===== src/hdl/ubd_pkg.sv =====
// Shared types, constants and helpers for the UTF-8 byte decoder.
// Used by ubd_front, ubd_queue, ubd_exec and utf8_byte_decoder; no dependencies.
`default_nettype none

package ubd_pkg;

    localparam int QUEUE_DEPTH = 2;
    localparam int BYTE_W      = 8;
    localparam int CP_W        = 31;
    localparam int CNT_W       = 3;

    // Byte range boundaries
    localparam logic [BYTE_W-1:0] CONT_MIN  = 8'h80;
    localparam logic [BYTE_W-1:0] LEAD2_MIN = 8'hC0;
    localparam logic [BYTE_W-1:0] LEAD3_MIN = 8'hE0;
    localparam logic [BYTE_W-1:0] LEAD4_MIN = 8'hF0;
    localparam logic [BYTE_W-1:0] LEAD5_MIN = 8'hF8;
    localparam logic [BYTE_W-1:0] LEAD6_MIN = 8'hFC;
    localparam logic [BYTE_W-1:0] BAD_MIN   = 8'hFE;

    // Values rejected at the end of a sequence
    localparam logic [CP_W-1:0] SURR_LO    = 31'h0000_D800;
    localparam logic [CP_W-1:0] SURR_HI    = 31'h0000_DFFF;
    localparam logic [CP_W-1:0] NONCHAR_LO = 31'h0000_FFFE;
    localparam logic [CP_W-1:0] NONCHAR_HI = 31'h0000_FFFF;

    typedef enum logic [1:0] {
        KIND_ASCII,
        KIND_CONT,
        KIND_LEAD,
        KIND_BAD
    } kind_t;

    // One classified byte handed from the front to the back
    typedef struct packed {
        logic                  mode;
        kind_t                 kind;
        logic [BYTE_W-1:0]     data;
        logic [CNT_W-1:0]      extra;
        logic                  nov;
        logic [CP_W-1:0]       lead_val;
    } item_t;

    // Result flags, lowest bit first in tuser
    typedef struct packed {
        logic resend;
        logic need_more;
        logic complete;
    } flags_t;

    // Lowest first-continuation payload that proves a long form is not overlong
    function automatic logic [5:0] first_cont_limit(input logic [CNT_W-1:0] extra);
        logic [5:0] lim;
        lim = 6'h00;
        unique case (extra)
            3'd2:    lim = 6'h20;
            3'd3:    lim = 6'h10;
            3'd4:    lim = 6'h08;
            3'd5:    lim = 6'h04;
            default: lim = 6'h00;
        endcase
        return lim;
    endfunction

endpackage

`default_nettype wire


===== src/hdl/ubd_front.sv =====
// Front end: mode register and byte classification.
// Depends on ubd_pkg.
`default_nettype none

module ubd_front
(
    input  wire logic                        clk,
    input  wire logic                        rst_n,
    input  wire logic                        cfg_valid,
    output      logic                        cfg_ready,
    input  wire logic                        cfg_data,
    input  wire logic [ubd_pkg::BYTE_W-1:0]  byte_in,
    output      ubd_pkg::item_t              item
);

    logic mode_reg;
    logic mode_next;

    assign cfg_ready = 1'b1;

    always_comb
    begin
        mode_next = mode_reg;
        if (cfg_valid)
        begin
            mode_next = cfg_data;
        end
    end

    always_ff @(posedge clk or negedge rst_n)
    begin
        if (!rst_n)
        begin
            mode_reg <= 1'b1;
        end
        else
        begin
            mode_reg <= mode_next;
        end
    end

    // Classify the byte and prebuild the lead payload at its final position
    always_comb
    begin
        item          = '0;
        item.mode     = mode_reg;
        item.data     = byte_in;
        item.kind     = ubd_pkg::KIND_BAD;
        priority if (byte_in < ubd_pkg::CONT_MIN)
        begin
            item.kind = ubd_pkg::KIND_ASCII;
        end
        else if (byte_in < ubd_pkg::LEAD2_MIN)
        begin
            item.kind = ubd_pkg::KIND_CONT;
        end
        else if (byte_in < ubd_pkg::LEAD3_MIN)
        begin
            item.kind     = ubd_pkg::KIND_LEAD;
            item.extra    = 3'd1;
            item.lead_val = {20'b0, byte_in[4:0], 6'b0};
            item.nov      = |byte_in[4:1];
        end
        else if (byte_in < ubd_pkg::LEAD4_MIN)
        begin
            item.kind     = ubd_pkg::KIND_LEAD;
            item.extra    = 3'd2;
            item.lead_val = {15'b0, byte_in[3:0], 12'b0};
            item.nov      = |byte_in[3:0];
        end
        else if (byte_in < ubd_pkg::LEAD5_MIN)
        begin
            item.kind     = ubd_pkg::KIND_LEAD;
            item.extra    = 3'd3;
            item.lead_val = {10'b0, byte_in[2:0], 18'b0};
            item.nov      = |byte_in[2:0];
        end
        else if (byte_in < ubd_pkg::LEAD6_MIN)
        begin
            item.kind     = ubd_pkg::KIND_LEAD;
            item.extra    = 3'd4;
            item.lead_val = {5'b0, byte_in[1:0], 24'b0};
            item.nov      = |byte_in[1:0];
        end
        else if (byte_in < ubd_pkg::BAD_MIN)
        begin
            item.kind     = ubd_pkg::KIND_LEAD;
            item.extra    = 3'd5;
            item.lead_val = {byte_in[0], 30'b0};
            item.nov      = byte_in[0];
        end
        else
        begin
            item.kind = ubd_pkg::KIND_BAD;
        end
    end

endmodule

`default_nettype wire


===== src/hdl/ubd_queue.sv =====
// Short queue of classified bytes between front and back.
// Depends on ubd_pkg.
`default_nettype none

module ubd_queue
#(
    parameter int DEPTH = ubd_pkg::QUEUE_DEPTH
)
(
    input  wire logic            clk,
    input  wire logic            rst_n,
    input  wire logic            push,
    output      logic            can_push,
    input  wire ubd_pkg::item_t  push_item,
    input  wire logic            pop,
    output      logic            not_empty,
    output      ubd_pkg::item_t  head_item
);

    localparam int PTR_W = (DEPTH > 1) ? $clog2(DEPTH) : 1;
    localparam int CNT_W = $clog2(DEPTH + 1);
    localparam logic [PTR_W-1:0] LAST_PTR = PTR_W'(DEPTH - 1);
    localparam logic [CNT_W-1:0] FULL_CNT = CNT_W'(DEPTH);

    ubd_pkg::item_t    mem [DEPTH];
    logic [PTR_W-1:0]  wr_ptr_reg;
    logic [PTR_W-1:0]  wr_ptr_next;
    logic [PTR_W-1:0]  rd_ptr_reg;
    logic [PTR_W-1:0]  rd_ptr_next;
    logic [CNT_W-1:0]  count_reg;
    logic [CNT_W-1:0]  count_next;
    logic              do_push;
    logic              do_pop;

    assign can_push  = (count_reg != FULL_CNT);
    assign not_empty = (count_reg != '0);
    assign do_push   = push && can_push;
    assign do_pop    = pop && not_empty;
    assign head_item = mem[rd_ptr_reg];

    always_comb
    begin
        wr_ptr_next = wr_ptr_reg;
        rd_ptr_next = rd_ptr_reg;
        count_next  = count_reg;
        if (do_push)
        begin
            wr_ptr_next = (wr_ptr_reg == LAST_PTR) ? '0 : wr_ptr_reg + 1'b1;
        end
        if (do_pop)
        begin
            rd_ptr_next = (rd_ptr_reg == LAST_PTR) ? '0 : rd_ptr_reg + 1'b1;
        end
        if (do_push && !do_pop)
        begin
            count_next = count_reg + 1'b1;
        end
        else if (!do_push && do_pop)
        begin
            count_next = count_reg - 1'b1;
        end
    end

    always_ff @(posedge clk or negedge rst_n)
    begin
        if (!rst_n)
        begin
            wr_ptr_reg <= '0;
            rd_ptr_reg <= '0;
            count_reg  <= '0;
        end
        else
        begin
            wr_ptr_reg <= wr_ptr_next;
            rd_ptr_reg <= rd_ptr_next;
            count_reg  <= count_next;
        end
    end

    always_ff @(posedge clk)
    begin
        if (do_push)
        begin
            mem[wr_ptr_reg] <= push_item;
        end
    end

endmodule

`default_nettype wire


===== src/hdl/ubd_exec.sv =====
// Back end: decoder state update and output register.
// Depends on ubd_pkg.
`default_nettype none

module ubd_exec
(
    input  wire logic                       clk,
    input  wire logic                       rst_n,
    input  wire logic                       item_valid,
    input  wire ubd_pkg::item_t             item,
    output      logic                       item_pop,
    output      logic                       out_valid,
    input  wire logic                       out_ready,
    output      logic [ubd_pkg::CP_W-1:0]   out_cp,
    output      ubd_pkg::flags_t            out_flags
);

    logic [ubd_pkg::CP_W-1:0]   acc_reg;
    logic [ubd_pkg::CP_W-1:0]   acc_next;
    logic [ubd_pkg::CNT_W-1:0]  left_reg;
    logic [ubd_pkg::CNT_W-1:0]  left_next;
    logic [ubd_pkg::CNT_W-1:0]  seq_reg;
    logic [ubd_pkg::CNT_W-1:0]  seq_next;
    logic                       nov_reg;
    logic                       nov_next;
    logic                       valid_reg;
    logic                       valid_next;
    logic [ubd_pkg::CP_W-1:0]   cp_reg;
    logic [ubd_pkg::CP_W-1:0]   cp_next;
    ubd_pkg::flags_t            flags_reg;
    ubd_pkg::flags_t            flags_next;
    logic [5:0]                 low6;
    logic [ubd_pkg::CP_W-1:0]   cont_bits;
    logic [ubd_pkg::CP_W-1:0]   acc_cont;
    logic                       nov_cont;
    logic                       bad_value;

    assign item_pop  = item_valid && (!valid_reg || out_ready);
    assign out_valid = valid_reg;
    assign out_cp    = cp_reg;
    assign out_flags = flags_reg;
    assign low6      = item.data[5:0];

    // Place the continuation payload by the count still expected
    always_comb
    begin
        unique case (left_reg)
            3'd1:    cont_bits = {25'b0, low6};
            3'd2:    cont_bits = {19'b0, low6, 6'b0};
            3'd3:    cont_bits = {13'b0, low6, 12'b0};
            3'd4:    cont_bits = {7'b0, low6, 18'b0};
            3'd5:    cont_bits = {1'b0, low6, 24'b0};
            3'd6:    cont_bits = {low6[0], 30'b0};
            default: cont_bits = '0;
        endcase
    end

    assign acc_cont  = acc_reg | cont_bits;
    assign nov_cont  = nov_reg ||
                       ((left_reg == seq_reg) && (seq_reg >= 3'd2) && (seq_reg <= 3'd5) &&
                        (low6 >= ubd_pkg::first_cont_limit(seq_reg)));
    assign bad_value = !nov_cont ||
                       ((acc_cont >= ubd_pkg::SURR_LO) && (acc_cont <= ubd_pkg::SURR_HI)) ||
                       (acc_cont == ubd_pkg::NONCHAR_LO) || (acc_cont == ubd_pkg::NONCHAR_HI);

    always_comb
    begin
        acc_next   = acc_reg;
        left_next  = left_reg;
        seq_next   = seq_reg;
        nov_next   = nov_reg;
        valid_next = valid_reg;
        cp_next    = cp_reg;
        flags_next = flags_reg;
        if (out_ready)
        begin
            valid_next = 1'b0;
        end
        if (item_pop)
        begin
            valid_next = 1'b1;
            cp_next    = '0;
            flags_next = '0;
            priority if (!item.mode)
            begin
                acc_next            = {23'b0, item.data};
                cp_next             = {23'b0, item.data};
                flags_next.complete = 1'b1;
            end
            else if (left_reg == '0)
            begin
                unique case (item.kind)
                    ubd_pkg::KIND_ASCII:
                    begin
                        acc_next            = {23'b0, item.data};
                        cp_next             = {23'b0, item.data};
                        flags_next.complete = 1'b1;
                    end
                    ubd_pkg::KIND_LEAD:
                    begin
                        acc_next             = item.lead_val;
                        nov_next             = item.nov;
                        seq_next             = item.extra;
                        left_next            = item.extra;
                        cp_next              = item.lead_val;
                        flags_next.need_more = 1'b1;
                    end
                    default:
                    begin
                        // stray continuation or illegal lead: drop
                        acc_next = '0;
                    end
                endcase
            end
            else if (item.kind != ubd_pkg::KIND_CONT)
            begin
                // broken sequence: abandon it and ask for the byte again
                acc_next          = '0;
                left_next         = '0;
                flags_next.resend = 1'b1;
            end
            else
            begin
                nov_next  = nov_cont;
                left_next = left_reg - 1'b1;
                priority if (left_reg != 3'd1)
                begin
                    acc_next             = acc_cont;
                    cp_next              = acc_cont;
                    flags_next.need_more = 1'b1;
                end
                else if (bad_value)
                begin
                    acc_next = '0;
                end
                else
                begin
                    acc_next            = acc_cont;
                    cp_next             = acc_cont;
                    flags_next.complete = 1'b1;
                end
            end
        end
    end

    always_ff @(posedge clk or negedge rst_n)
    begin
        if (!rst_n)
        begin
            acc_reg   <= '0;
            left_reg  <= '0;
            seq_reg   <= '0;
            nov_reg   <= 1'b0;
            valid_reg <= 1'b0;
        end
        else
        begin
            acc_reg   <= acc_next;
            left_reg  <= left_next;
            seq_reg   <= seq_next;
            nov_reg   <= nov_next;
            valid_reg <= valid_next;
        end
    end

    always_ff @(posedge clk)
    begin
        cp_reg    <= cp_next;
        flags_reg <= flags_next;
    end

endmodule

`default_nettype wire


===== src/hdl/utf8_byte_decoder.sv =====
// Top level of the UTF-8 byte decoder: front classifier, queue, back executor.
// Depends on ubd_pkg, ubd_front, ubd_queue and ubd_exec.
//
//   channel | direction | handshake               | payload
//   --------+-----------+-------------------------+------------------------------------
//   s_      | in        | s_tvalid / s_tready     | s_tdata[7:0]  byte_in
//   m_      | out       | m_tvalid / m_tready     | m_tdata[30:0] code_point,
//           |           |                         | m_tuser complete, need_more, resend
//   cfg_    | in        | cfg_valid / cfg_ready   | cfg_data utf8_mode
//
// One word per cycle sustained while m_tready is high; each accepted byte passes through
// the queue and then the output register before it reaches m_.
// The rate is set by the decoder state update in the back end.
// rst_n clears all control state and sets utf8_mode to 1 (decode).
// The front stalls only when the queue is full; the back stalls on m_tready alone.
`default_nettype none

module utf8_byte_decoder
#(
    parameter int QUEUE_DEPTH = ubd_pkg::QUEUE_DEPTH
)
(
    input  wire logic        clk,
    input  wire logic        rst_n,
    // input bytes
    input  wire logic        s_tvalid,
    output      logic        s_tready,
    input  wire logic [7:0]  s_tdata,   // [7:0] byte_in
    // decoded results
    output      logic        m_tvalid,
    input  wire logic        m_tready,
    output      logic [31:0] m_tdata,   // [30:0] code_point, [31] zero
    output      logic [2:0]  m_tuser,   // [0] complete, [1] need_more, [2] resend_byte
    // mode register
    input  wire logic        cfg_valid,
    output      logic        cfg_ready,
    input  wire logic        cfg_data   // utf8_mode
);

    ubd_pkg::item_t              front_item;
    ubd_pkg::item_t              head_item;
    logic                        q_can_push;
    logic                        q_not_empty;
    logic                        q_pop;
    logic [ubd_pkg::CP_W-1:0]    out_cp;
    ubd_pkg::flags_t             out_flags;

    // Classify each incoming byte and tag it with the current mode
    ubd_front u_front
    (
        .clk       (clk),
        .rst_n     (rst_n),
        .cfg_valid (cfg_valid),
        .cfg_ready (cfg_ready),
        .cfg_data  (cfg_data),
        .byte_in   (s_tdata),
        .item      (front_item)
    );

    // Accept whenever the queue has room
    assign s_tready = q_can_push;

    ubd_queue #(
        .DEPTH (QUEUE_DEPTH)
    ) u_queue (
        .clk       (clk),
        .rst_n     (rst_n),
        .push      (s_tvalid),
        .can_push  (q_can_push),
        .push_item (front_item),
        .pop       (q_pop),
        .not_empty (q_not_empty),
        .head_item (head_item)
    );

    // Advance the decoder state and hold each result until taken
    ubd_exec u_exec
    (
        .clk        (clk),
        .rst_n      (rst_n),
        .item_valid (q_not_empty),
        .item       (head_item),
        .item_pop   (q_pop),
        .out_valid  (m_tvalid),
        .out_ready  (m_tready),
        .out_cp     (out_cp),
        .out_flags  (out_flags)
    );

    assign m_tdata = {1'b0, out_cp};
    assign m_tuser = out_flags;

endmodule

`default_nettype wire

===== config.mk =====
export PLATFORM = sky130hd
export DESIGN_NAME = utf8_byte_decoder
export DESIGN_NICKNAME = d
export VERILOG_FILES = /design/src/hdl/ubd_pkg.sv /design/src/hdl/ubd_front.sv /design/src/hdl/ubd_queue.sv /design/src/hdl/ubd_exec.sv /design/src/hdl/utf8_byte_decoder.sv
export SDC_FILE = /design/constraint.sdc
export NUM_CORES = 1
export LEC_CHECK = 0
export BUFFER_PORTS_ARGS = -buffer_cell sky130_fd_sc_hd__buf_4
export CAP_MARGIN = 20
export CORE_ASPECT_RATIO = 0.8
export CORE_MARGIN = 5
export CORE_UTILIZATION = 58
export DETAILED_ROUTE_END_ITERATION = 10
export PLACE_DENSITY = 0.77
export SYNTH_ARGS = -nofsm -noshare
export SYNTH_HDL_FRONTEND = slang
export SYNTH_HIERARCHICAL = 1
export SYNTH_SLANG_ARGS = --single-unit

===== constraint.sdc =====
create_clock -name clk -period 3.55 [get_ports clk]
set_clock_uncertainty 0.2 [all_clocks]
set_input_delay 0.5325 -clock clk [delete_from_list [all_inputs] [get_ports clk]]
set_output_delay 0.5325 -clock clk [all_outputs]
set_load 0.01 [all_outputs]

==> impl_metrics.toml <==
[detailed_routing]
top_layer_used = "met4"
wl_per_cell_um = 20.3
ant_nets = 0
met2_length_um = 8240
drc = 0
vias = 5428
route.met3.wl_um = 1880
wl_met1_um = 7680
dr.pass1.iters = 5
drtIter0Drc = 659
totalWireLength_um = 18200
via_per_inst = 6.06

[hold_path]
min_path_type = "input port to flop"
hold_path_startpoint = "s_tdata[6]"

[global_routing]
grt_pass1_wl_um = 28800
grt_max_degree = 47
grt_pass1_vias = 5413
grtUsageTotal_pct = 23.0
grt_overflow = 0
antenna_found_initial = 0

[die]
die_x_um = 142
core_sq_um = 13600
rows = 38
die_area_sq_um = 16500
start_util_pct = 59.5
die_y_um = 116
ios = 52

[timing]
setup_violations = 0
min_period_ns = 3.48
tightestPinTransition_ns = 0.772
hold_violations = 0
rsz0062_at_grt = "false"
fin_crit_sh_pct = 98.1
fmax_mhz = 287
drv_slew = 0
relSlewSlack_pct = 48.5

[cells_and_area]
diodes = 0
largest_reg_flops = 92
fin_cells = 896
final_cell_mix = "edfxtp_1, buf_4, o21ai_0"
layout-drive-gt1-share_pct = 26.0
nNetsFinal = 727
syn_to_final_growth_pct = 13.7
final_area_sq_um = 9230
final_common_cell = "edfxtp_1"

[clock_tree]
htree_levels = 4
clk_pin_slew_ns = 0.06
cts_num_sinks = 170
ctsLongestPathBuffers = 2
cts.root.buffer_cell = "clkbuf_16"
cts_tree = "done"
cts_resized = 0
clock_latency_ns = 0.43
cts_buffers = 17

[synthesis]
async_reset_ff_share_pct = 25.9
syn-instance-count = 649
synth_cell_types = 64
netlist_area_sq_um = 8120
synth_warnings = 6
yosysSeqAreaShare_pct = 60.2
synth-seq-cells = 170
synth_enable_flop_cells = 126
synth_ff_type = "edfxtp_1"
synth.avg_cell_area_sq_um = 12.5

[critical_path]
cpMaxStageDelayCell = "o21ai_1"
crit_path_end = "u_exec/acc_reg[8]"
start_kind = "flop"
reg2regPathDepth = 10
worstReg2RegStart = "u_exec/left_reg[0]"
worstSetupEndpointType = "flop"
arrival_ns = 3.55
cp.required_ns = 3.62
worstReg2RegEnd = "u_exec/acc_reg[8]"
worst-path-max-fanout = 10
worstPathCellList = "inv_1, ha_1, nor2b_4, a21oi_1, or4_1, o31ai_2, a21oi_4, buf_4, o21ai_1, o21ai_0"
path_class = "flop to flop"
crit_start = "u_exec/left_reg[0]"
slowest_delay_ns = 0.60
r2r_slack_ns = 0.07

[power_and_ir_drop]
peakVddDrop_mv = 0.522
power_density_nw_per_um2 = 875
p_leak_nw = 3.60

[job]
maxCapViolCount = 0

[placement]
place.gp.congestion = 0.951
dpl-instance-area_sq_um = 8620
numPortBuffers = 49
placedCellCount = 863
hpwl_um = 12600

[run_status]
status = "complete, no violations"
[metal layers]
layer / track usage [%] / vias up
met1: 30.7 / 2617
met2: 35.1 / 290
met5: 0 / -
met4: 7.85 / 0
li1: - / 2479
met3: 8.50 / 42
[cell families (layout without fill, tap and decap cells)]
| group | count (synthesis) | after routing | synth area share (%) |
|---|---|---|---|
| other cells | 3 | 18 | 0.139 |
| buf+inv | 70 | 122 | 5.22 |
| flops | 170 | 170 | 60.2 |
| simple gates | 151 | 151 | 9.27 |
| compound gates | 183 | 183 | 13.9 |
| xor+xnor | 6 | 6 | 0.647 |
| fa+ha+maj | 10 | 10 | 1.54 |
| mux | 56 | 56 | 9.09 |
[timing repair]
action / in CTS / in global routing
hold buffers: 1 / 0
buffers inserted: 0 / 0
endpoints found under the hold margin: 43 / 0
setup endpoints to repair: 0 / 0
[worst max-delay path: cells and delay by family (launching register included)]
kind	cells	cell delay [ns]
AOI/OAI and AO/OA	5	1.37
adders and majority gates	1	0.28
buffers and inverters	2	0.32
DFF	1	0.37
and+or+nand+nor	2	0.77
[through the flow]
step	util, %	hold WS, ns	TNS (ns)	setup slack [ns]	total power (W)
final	67.7	0.127	0	0.0675	0.00808
after global routing	67.7	0.117	0	0.00336	0.00846
after CTS	67.7	0.110	0	0.177	0.00805
after detailed placement	63.2	0.282	0	0.196	0.00614
after global placement	63.1	0.271	-0.0897	-0.0305	0.00602
after floorplan	-	0.0369	0	0.268	0.00511
[power by group]
group	internal, W	switching [W]
clock network	0.00117	0.000726
registers	0.00281	0.000278
logic	0.00127	0.00183
[synthesized netlist by cell type (5+ instances only)]
| cell | count | area share [%] |
|---|---|---|
| inv_1 | 11 | 0.51 |
| clkbuf_1 | 18 | 0.83 |
| nor3_1 | 9 | 0.55 |
| and2_1 | 11 | 0.85 |
| o21ai_0 | 57 | 3.5 |
| and3_1 | 5 | 0.39 |
| ha_1 | 10 | 1.5 |
| dfrtp_1 | 43 | 13 |
| edfxtp_1 | 126 | 47 |
| buf_6 | 7 | 0.97 |
| mux2_4 | 30 | 5.5 |
| nand3_1 | 6 | 0.37 |
| a31o_2 | 5 | 0.54 |
| nand2b_1 | 8 | 0.62 |
| a31oi_1 | 5 | 0.39 |
| o21ai_2 | 10 | 1.1 |
| buf_2 | 6 | 0.37 |
| mux2_2 | 22 | 3.0 |
| nand2_1 | 56 | 2.6 |
| a22oi_1 | 18 | 1.7 |
| a21oi_1 | 53 | 3.3 |
| buf_4 | 27 | 2.5 |
| nor2_1 | 29 | 1.3 |
| o31ai_1 | 9 | 0.83 |
[worst min-delay path by stage]
stage,end,slack [ns],cells past startpoint
finish,u_queue/mem[1][41],0.13,1
global route,u_queue/mem[1][41],0.12,1
CTS,u_queue/mem[0][41],0.11,1
detailed placement,u_queue/count_reg[1],0.28,1
global placement,u_queue/count_reg[1],0.27,1
floorplan,u_exec/acc_reg[0],0.04,0
[cell type report]
type | count | area (sq um)
clock buffer | 26 | 489
tap | 180 | 225
fill | 993 | 4410
sequential | 170 | 4890
inverter | 11 | 41.3
clock inverter | 6 | 113
multi-input combinational | 424 | 2880
timing repair buffer | 79 | 599
(Power assumes the default switching activity.)
